### config.mk
export PLATFORM = sky130hd
export DESIGN_NAME = hex_telemetry_frame_parser
export DESIGN_NICKNAME = d
export VERILOG_FILES = /design/src/rtl/htfp_pkg.sv /design/src/rtl/htfp_out_buf.sv /design/src/rtl/htfp_parse_core.sv /design/src/rtl/hex_telemetry_frame_parser.sv
export SDC_FILE = /design/constraint.sdc
export NUM_CORES = 1
export LEC_CHECK = 0
export BUFFER_PORTS_ARGS = -buffer_cell sky130_fd_sc_hd__buf_2
export CAP_MARGIN = 10
export CORE_AREA = 2 2 121 123
export CTS_CLUSTER_SIZE = 20
export DETAILED_ROUTE_END_ITERATION = 10
export DIE_AREA = 0 0 123 125
export GPL_ROUTABILITY_DRIVEN = 0
export PLACE_DENSITY = 0.71
export SLEW_MARGIN = 10
export SYNTH_ARGS = -nofsm -noshare
export SYNTH_HDL_FRONTEND = slang
export SYNTH_HIERARCHICAL = 1
export SYNTH_SLANG_ARGS = --single-unit
### constraint.sdc
create_clock -name i_clk -period 15.4 [get_ports i_clk]
set_clock_uncertainty 0.1 [all_clocks]
set_input_delay 2.31 -clock i_clk [delete_from_list [all_inputs] [get_ports i_clk]]
set_output_delay 2.31 -clock i_clk [all_outputs]
set_load 0.05 [all_outputs]
### src/rtl/htfp_pkg.sv
// Shared constants, types and digit decoding for the hex telemetry frame parser.
package htfp_pkg;

    // Received byte codes
    localparam logic [7:0] BYTE_IDLE = 8'hFF;
    localparam logic [7:0] BYTE_LF   = 8'h0A;
    localparam logic [7:0] BYTE_VEL  = 8'h56;
    localparam logic [7:0] BYTE_DIST = 8'h44;

    // Field geometry
    localparam int VEL_DIGITS  = 4;
    localparam int DIST_DIGITS = 8;
    localparam int VEL_BITS    = 4 * VEL_DIGITS;
    localparam int DIST_BITS   = 4 * DIST_DIGITS;
    localparam int VEL_CNT_W   = $clog2(VEL_DIGITS);
    localparam int DIST_CNT_W  = $clog2(DIST_DIGITS);
    localparam int VALUE_W     = 30;
    localparam int TDATA_W     = 32;

    // Field kind codes
    localparam logic KIND_VEL  = 1'b0;
    localparam logic KIND_DIST = 1'b1;

    typedef struct packed {
        logic                      field_kind;
        logic signed [VALUE_W-1:0] scaled_value;
    } t_result;

    // Map an ASCII decimal or uppercase hex digit to its value; anything else gives its low nibble.
    function automatic logic [3:0] nibble_of(input logic [7:0] b);
        logic [7:0] d;
        begin
            d = 8'h00;
            if (b >= 8'h30 && b <= 8'h39) begin
                d = b - 8'h30;
            end else if (b >= 8'h41 && b <= 8'h46) begin
                d = b - 8'h37;
            end else begin
                d = b;
            end
            nibble_of = d[3:0];
        end
    endfunction

endpackage

### src/rtl/htfp_out_buf.sv
// Two-entry output register with skid stage for parser results.
module htfp_out_buf (
    input  logic                  i_clk,
    input  logic                  i_rst_n,
    input  logic                  i_valid,
    output logic                  o_ready,
    input  htfp_pkg::t_result     i_result,
    output logic                  o_valid,
    input  logic                  i_ready,
    output htfp_pkg::t_result     o_result
);

    logic              r_main_valid;
    logic              r_skid_valid;
    htfp_pkg::t_result r_main;
    htfp_pkg::t_result r_skid;
    logic              in_fire;
    logic              out_fire;

    assign o_ready  = !r_skid_valid;
    assign o_valid  = r_main_valid;
    assign o_result = r_main;
    assign in_fire  = i_valid && o_ready;
    assign out_fire = r_main_valid && i_ready;

    // Control: main holds the head, skid catches a transfer during a stall
    always_ff @(posedge i_clk) begin
        if (!i_rst_n) begin
            r_main_valid <= 1'b0;
            r_skid_valid <= 1'b0;
        end else if (out_fire) begin
            if (r_skid_valid) begin
                r_skid_valid <= 1'b0;
            end else begin
                r_main_valid <= in_fire;
            end
        end else if (in_fire) begin
            if (r_main_valid) begin
                r_skid_valid <= 1'b1;
            end else begin
                r_main_valid <= 1'b1;
            end
        end
    end

    // Payload: move skid into main or load the new result
    always_ff @(posedge i_clk) begin
        if (out_fire) begin
            if (r_skid_valid) begin
                r_main <= r_skid;
            end else begin
                r_main <= i_result;
            end
        end else if (in_fire) begin
            if (r_main_valid) begin
                r_skid <= i_result;
            end else begin
                r_main <= i_result;
            end
        end
    end

    a_skid_behind_main: assert property (@(posedge i_clk) disable iff (!i_rst_n)
        r_skid_valid |-> r_main_valid)
        else $error("skid entry held without a head entry");

    a_drain_keeps_head: assert property (@(posedge i_clk) disable iff (!i_rst_n)
        (r_skid_valid && i_ready) |=> r_main_valid)
        else $error("head lost while draining skid entry");

endmodule

### src/rtl/htfp_parse_core.sv
// Input register, parser state and per-byte field decoding.
module htfp_parse_core (
    input  logic              i_clk,
    input  logic              i_rst_n,
    input  logic              i_valid,
    output logic              o_ready,
    input  logic [7:0]        i_byte,
    output logic              o_res_valid,
    input  logic              i_res_ready,
    output htfp_pkg::t_result o_result
);

    localparam int VB = htfp_pkg::VEL_BITS;
    localparam int DB = htfp_pkg::DIST_BITS;
    localparam int VC = htfp_pkg::VEL_CNT_W;
    localparam int DC = htfp_pkg::DIST_CNT_W;
    localparam int VW = htfp_pkg::VALUE_W;

    logic          r_in_valid;
    logic [7:0]    r_in_byte;
    logic          r_armed,    n_armed;
    logic          r_vel_act,  n_vel_act;
    logic          r_dist_act, n_dist_act;
    logic [VC-1:0] r_vel_cnt,  n_vel_cnt;
    logic [DC-1:0] r_dist_cnt, n_dist_cnt;
    logic [VB-1:0] r_vel_sh,   n_vel_sh;
    logic [DB-1:0] r_dist_sh,  n_dist_sh;

    logic          fire;
    logic          res_valid;
    logic          res_kind;
    logic [3:0]    nib;
    logic [VB-1:0] vel_sum;
    logic [DB-1:0] dist_sum;
    logic [VB-3:0] vel_q;
    logic [DB-3:0] dist_q;

    assign nib      = htfp_pkg::nibble_of(r_in_byte);
    assign fire     = r_in_valid && (!res_valid || i_res_ready);
    assign o_ready  = !r_in_valid || fire;

    // Quarter with truncation toward zero: bias negatives by three, then shift
    assign vel_sum  = n_vel_sh + {{(VB-2){1'b0}}, n_vel_sh[VB-1], n_vel_sh[VB-1]};
    assign dist_sum = n_dist_sh + {{(DB-2){1'b0}}, n_dist_sh[DB-1], n_dist_sh[DB-1]};
    assign vel_q    = vel_sum[VB-1:2];
    assign dist_q   = dist_sum[DB-1:2];

    assign o_res_valid = r_in_valid && res_valid;
    assign o_result.field_kind   = res_kind;
    assign o_result.scaled_value = (res_kind == htfp_pkg::KIND_VEL)
        ? VW'($signed(vel_q)) : VW'($signed(dist_q));

    // Decode the held byte against the current parser state
    always_comb begin
        n_armed    = r_armed;
        n_vel_act  = r_vel_act;
        n_dist_act = r_dist_act;
        n_vel_cnt  = r_vel_cnt;
        n_dist_cnt = r_dist_cnt;
        n_vel_sh   = r_vel_sh;
        n_dist_sh  = r_dist_sh;
        res_valid  = 1'b0;
        res_kind   = htfp_pkg::KIND_VEL;
        priority if (r_in_byte == htfp_pkg::BYTE_IDLE) begin
            // idle fill, drop
        end else if (r_in_byte == htfp_pkg::BYTE_LF) begin
            n_armed = 1'b1;
        end else if (r_armed && r_in_byte == htfp_pkg::BYTE_VEL) begin
            n_armed   = 1'b0;
            n_vel_act = 1'b1;
            n_vel_cnt = '0;
            n_vel_sh  = '0;
        end else if (r_armed && r_in_byte == htfp_pkg::BYTE_DIST) begin
            n_armed    = 1'b0;
            n_dist_act = 1'b1;
            n_dist_cnt = '0;
            n_dist_sh  = '0;
        end else if (r_vel_act) begin
            n_vel_sh  = {r_vel_sh[VB-5:0], nib};
            n_vel_cnt = r_vel_cnt + 1'b1;
            if (r_vel_cnt == VC'(htfp_pkg::VEL_DIGITS - 1)) begin
                n_vel_act = 1'b0;
                n_vel_cnt = '0;
                res_valid = 1'b1;
                res_kind  = htfp_pkg::KIND_VEL;
            end
        end else if (r_dist_act) begin
            n_dist_sh  = {r_dist_sh[DB-5:0], nib};
            n_dist_cnt = r_dist_cnt + 1'b1;
            if (r_dist_cnt == DC'(htfp_pkg::DIST_DIGITS - 1)) begin
                n_dist_act = 1'b0;
                n_dist_cnt = '0;
                res_valid  = 1'b1;
                res_kind   = htfp_pkg::KIND_DIST;
            end
        end else begin
            // no open field, drop the digit
        end
    end

    // Input register: load on every transfer
    always_ff @(posedge i_clk) begin
        if (!i_rst_n) begin
            r_in_valid <= 1'b0;
        end else if (o_ready) begin
            r_in_valid <= i_valid;
        end
    end

    always_ff @(posedge i_clk) begin
        if (o_ready && i_valid) begin
            r_in_byte <= i_byte;
        end
    end

    // Parser state: advance when the held byte is consumed
    always_ff @(posedge i_clk) begin
        if (!i_rst_n) begin
            r_armed    <= 1'b0;
            r_vel_act  <= 1'b0;
            r_dist_act <= 1'b0;
            r_vel_cnt  <= '0;
            r_dist_cnt <= '0;
            r_vel_sh   <= '0;
            r_dist_sh  <= '0;
        end else if (fire) begin
            r_armed    <= n_armed;
            r_vel_act  <= n_vel_act;
            r_dist_act <= n_dist_act;
            r_vel_cnt  <= n_vel_cnt;
            r_dist_cnt <= n_dist_cnt;
            r_vel_sh   <= n_vel_sh;
            r_dist_sh  <= n_dist_sh;
        end
    end

    a_vel_result_closes: assert property (@(posedge i_clk) disable iff (!i_rst_n)
        (fire && res_valid && res_kind == htfp_pkg::KIND_VEL) |=> !r_vel_act)
        else $error("velocity field still open after its result");

    a_dist_needs_vel_idle: assert property (@(posedge i_clk) disable iff (!i_rst_n)
        (o_res_valid && res_kind == htfp_pkg::KIND_DIST) |-> !r_vel_act)
        else $error("distance result while velocity field open");

    a_stall_holds_state: assert property (@(posedge i_clk) disable iff (!i_rst_n)
        (o_res_valid && !i_res_ready) |=> (r_in_valid && $stable(r_vel_sh)
            && $stable(r_dist_sh) && $stable(r_in_byte)))
        else $error("parser state moved while result stalled");

endmodule

### src/rtl/hex_telemetry_frame_parser.sv
// Top level of the hex telemetry frame parser: byte stream in, field results out.
//
// Slave channel (s_axis) takes one received byte per transfer in tdata.
// A line feed arms the header; an armed 'V' opens a four-digit velocity
// field, an armed 'D' an eight-digit distance field. Hex digits shift into
// the open field (velocity first when both are open); 0xFF is ignored.
// When a field takes its last digit, the master channel (m_axis) carries
// one result: tuser gives the kind (0 velocity, 1 distance) and tdata the
// signed field value divided by four, truncated toward zero.
// Throughput: one byte per cycle while the output buffer has room; the parser
// state updates between the input register and the output buffer.
// The last digit byte is held in the input register while its result is
// decoded; the result then loads into the output buffer, whose head entry
// drives m_axis tvalid.
// Reset clears the header flag, both fields and all valid flags; no
// clearing pass is needed.
// When the receiver stalls, the skid stage takes one more result; after
// that a byte that completes a field waits in the input register and
// s_axis tready drops until m_axis drains. Other bytes keep flowing.
module hex_telemetry_frame_parser (
    input  logic        i_clk,
    input  logic        i_rst_n,
    input  logic        i_s_axis_tvalid,
    output logic        o_s_axis_tready,
    input  logic [7:0]  i_s_axis_tdata,   // [7:0] rx_byte
    output logic        o_m_axis_tvalid,
    input  logic        i_m_axis_tready,
    output logic [31:0] o_m_axis_tdata,   // [29:0] scaled_value, [31:30] zero
    output logic        o_m_axis_tuser    // [0] field_kind
);

    logic              res_valid;
    logic              res_ready;
    htfp_pkg::t_result res;
    htfp_pkg::t_result out_res;

    htfp_parse_core u_core (
        .i_clk       (i_clk),
        .i_rst_n     (i_rst_n),
        .i_valid     (i_s_axis_tvalid),
        .o_ready     (o_s_axis_tready),
        .i_byte      (i_s_axis_tdata),
        .o_res_valid (res_valid),
        .i_res_ready (res_ready),
        .o_result    (res)
    );

    htfp_out_buf u_out (
        .i_clk    (i_clk),
        .i_rst_n  (i_rst_n),
        .i_valid  (res_valid),
        .o_ready  (res_ready),
        .i_result (res),
        .o_valid  (o_m_axis_tvalid),
        .i_ready  (i_m_axis_tready),
        .o_result (out_res)
    );

    // Pack the result onto the stream bus
    assign o_m_axis_tuser = out_res.field_kind;
    assign o_m_axis_tdata = {{(htfp_pkg::TDATA_W - htfp_pkg::VALUE_W){1'b0}},
                             out_res.scaled_value};

endmodule

==> results by group <==
CTS
  • CTS max path bufs: 2
  • Post-CTS setup-driven buffer insertion count: 0
  • CTS Hold Bufs: 0
  • Cell at the root of the clock tree: sky130_fd_sc_hd__clkbuf_16
  • Post-cts gate resize count: 0
  • Clock buffer count from CTS: 17
  • Source-to-sink clock delay at the later pin of the worst-skew pair: 0.42 ns
  • Number of clock sinks: between 100 and 150
  • Clock-pin transition on the worst setup and hold timing paths: 0.06 ns
  • Clock tree from TritonCTS: yes
  • Maximum level of the CTS H-tree: 4

Synth
  • Count of state elements after synthesis: 129
  • Synth top area share: between 20 and 30%
  • Mean instance size in the synthesized netlist: roughly 10 sq um
  • Primary flip-flop cell chosen by synthesis mapping: sky130_fd_sc_hd__edfxtp_1
  • Number of unique standard cell types used by synthesis: 86
  • EDFF count, synth: 70
  • Library cell occupying the most area in the post-synthesis netlist: sky130_fd_sc_hd__edfxtp_1
  • Count of mapped cells out of synthesis: 735
  • Part of the Yosys area used for sequential elements: 44.3%
  • Main area contributors after synthesis: sky130_fd_sc_hd__edfxtp_1, sky130_fd_sc_hd__dfxtp_1, sky130_fd_sc_hd__mux2_4, sky130_fd_sc_hd__nand2_1, sky130_fd_sc_hd__a22oi_1
  • FFs w/ async S/R, synth: 0%
  • Total standard cell area after synthesis: 7410 sq um
  • Count of yosys warnings during synthesis: 6

Timing
  • Clock period minus final worst setup slack: 5.90 ns
  • Max Transition Viols Final: 0
  • Transition at the pin with the smallest max-transition slack: 1.06 ns
  • Top achievable clock speed: roughly 0.17 GHz
  • Headroom to the max-slew limit: 29.1%
  • Share of the cycle needed by the critical path after routing: 38.3%
  • Finish-stage setup viols: 0
  • Number of endpoints with negative hold slack in the final report: 0
  • Setup repair after global routing missed its margin: false
  • Sum Neg Setup Slack: 0 ns

Critical path
  • Required time of the worst setup path: roughly 13 ns
  • Kind of critical path: reg2out
  • Largest fanout of any net on the critical path: 17
  • Nature of the critical path startpoint: flop
  • Crit path arrival time: 3.49 ns
  • Critical Path Sink Type: output pin

Finish
  • Antenna fix cells: 0
  • Final #Nets: 781
  • Area of all placed cells without fillers: 8320 sq um
  • Commonest non-fill, non-tap cell in the layout: sky130_fd_sc_hd__nand2_1
  • Fill cell total of the finished layout: 1181
  • Fraction of final layout cells sized beyond drive strength 1: 20.9%
  • Leading cell types in the layout, fill and taps excluded: sky130_fd_sc_hd__nand2_1, sky130_fd_sc_hd__edfxtp_1, sky130_fd_sc_hd__nor2_1, sky130_fd_sc_hd__dfxtp_1, sky130_fd_sc_hd__buf_2
  • Area growth from synthesis to layout: 12.2%

Placement
  • Count of input and output buffers: 44
  • HPWL reported at the end of detailed placement: 12.3 mm
  • Placed cell areas: 7700 sq um

Routing
  • Ratio of routed vias to standard cells: 6.29
  • Post-Route WL: 17.7 mm
  • Routed vias: 6012
  • Wire per inst: 18.5 um
  • Number of violations reported at the end of detailed-routing iteration 0: 738
  • Antenna-violating nets left: 0
  • Drt drc: 0
  • Length of the first detailed-routing pass in iterations: 5

Floorplan
  • Initial cell density of the core: 52.2%
  • Core area: 14200 sq um
  • IO Pins: 47
  • DIE WIDTH: 123 um
  • Die outline area: 15400 sq um
  • Height of the chip: between 100 and 150 um
  • Core Rows: 44

Power and ir drop
  • Psw: about 180 uW
  • Areal power density over the cells: 100 nW/um^2
  • Switching share of total power: 21.5%
  • Sequential fraction of design power: 44.9%
  • Static leakage power: 0.00304 uW
  • Cell internal power dissipation: 654 uW
  • Maximum ir drop on the vdd rail: a little over 70 uV
  • Combinational share of power: 5.1%
  • Clock network power share: 50.0%

Global route
  • Wire length of the first global-routing pass: 28.9 mm
  • Via count of the first global-routing pass: between 5k and 6k
  • All-Layer GR Usage: 23.8%
  • Leftover overflow at the end of global routing: 0
  • Largest net degree at the start of global routing: 61
  • Initial antenna violation count: 0

Run
  • Maximum capacitance violations: 0

Status
  • Result of the run: complete, no violations

Worst hold path
  • Worst hold-check path type: reg2reg
## power by group through the flow
stage | logic (uW) | clock network (uW) | registers, uW
4_1_cts | 42.6 | 423 | 374
2_1_floorplan | 33.3 | 0 | 379
6_report | 42.8 | 417 | 374
5_1_grt | 46.9 | 439 | 375
3_5_place_dp | 42.5 | 0 | 381
3_3_place_gp | 40.9 | 0 | 381
## per-layer routing
| metal | global-route usage, % | routed length (um) |
|---|---|---|
| met1 | 33.2 | 7590 |
| met2 | 35.8 | 8250 |
| met3 | 5.75 | 1520 |
| met4 | 8.96 | 354 |
| met5 | 0 | 0 |
## stage by stage
step	util, %	instances	power (uW)	worst slack, ns	hold slack (ns)
after floorplan	-	736	412	10.19	0.336
after global placement	54.2	924	422	10.07	0.342
after detailed placement	54.2	924	424	9.79	0.354
after CTS	58.5	956	840	9.50	0.363
after global routing	58.5	956	860	9.27	0.388
final	58.5	956	834	9.50	0.359
## worst paths after layout
kind	start	end	slack [ns]	depth (start not counted)
min	u_core/r_dist_cnt[2]	u_core/r_dist_cnt[2]	0.36	2
max reg2reg	u_core/r_in_byte[0]	u_out/o_result[29]	9.79	14
min reg2reg	u_core/r_dist_cnt[2]	u_core/r_dist_cnt[2]	0.36	2
max	u_core/r_in_byte[0]	o_s_axis_tready	9.50	9
## cell usage after synthesis, types with 14 or more instances
library cell / count
sky130_fd_sc_hd__nand2_1: 90
sky130_fd_sc_hd__edfxtp_1: 70
sky130_fd_sc_hd__nor2_1: 68
sky130_fd_sc_hd__dfxtp_1: 59
sky130_fd_sc_hd__a21oi_1: 37
sky130_fd_sc_hd__a22oi_1: 34
sky130_fd_sc_hd__mux2_4: 30
sky130_fd_sc_hd__clkbuf_1: 23
sky130_fd_sc_hd__xnor2_1: 22
sky130_fd_sc_hd__nand3_1: 21
sky130_fd_sc_hd__a211oi_1: 19
sky130_fd_sc_hd__nand4_1: 18
sky130_fd_sc_hd__nor3_1: 17
sky130_fd_sc_hd__inv_1: 15
sky130_fd_sc_hd__buf_2: 14
## cell type report
cell class | count | area (sq um) | share of cell area [%]
clock inverters | 15 | 191 | 2.30
inverters | 16 | 60.1 | 0.722
well taps | 184 | 230 | 2.77
flip-flops and latches | 129 | 3280 | 39.5
multi-input cells | 543 | 3840 | 46.2
repair buffers | 52 | 280 | 3.37
clock buffers | 17 | 425 | 5.12
## critical path, cell delays in order, from the launching register on
cell and delay [ns]:
sky130_fd_sc_hd__edfxtp_1 0.53, sky130_fd_sc_hd__inv_1 0.14, sky130_fd_sc_hd__ha_1 0.24, sky130_fd_sc_hd__and4bb_2 0.24
sky130_fd_sc_hd__and2_1 0.40, sky130_fd_sc_hd__nor3_1 0.83, sky130_fd_sc_hd__nand3_1 0.21, sky130_fd_sc_hd__nor2_1 0.23
sky130_fd_sc_hd__inv_1 0.06, sky130_fd_sc_hd__buf_2 0.21
## logic make-up after synthesis
logic type      share of synthesized area, %
compound gates                          17.2
flops                                   44.3
buf+inv                                 4.19
fa+ha+maj                               1.69
mux                                     8.39
simple gates                            20.8
other cells                           0.0506
xor+xnor                                3.33
## state kept, by name, summed over array words and instances, names as in the netlist, 2 cells and up
signal,flops
u_core/r_vel_cnt,2
u_out/o_result,31
u_core/r_dist_sh,32
u_core/r_vel_sh,16
u_core/r_in_byte,8
u_out/r_skid,31
u_core/r_dist_cnt,3
Note: power is estimated with default switching activity, not from simulation.
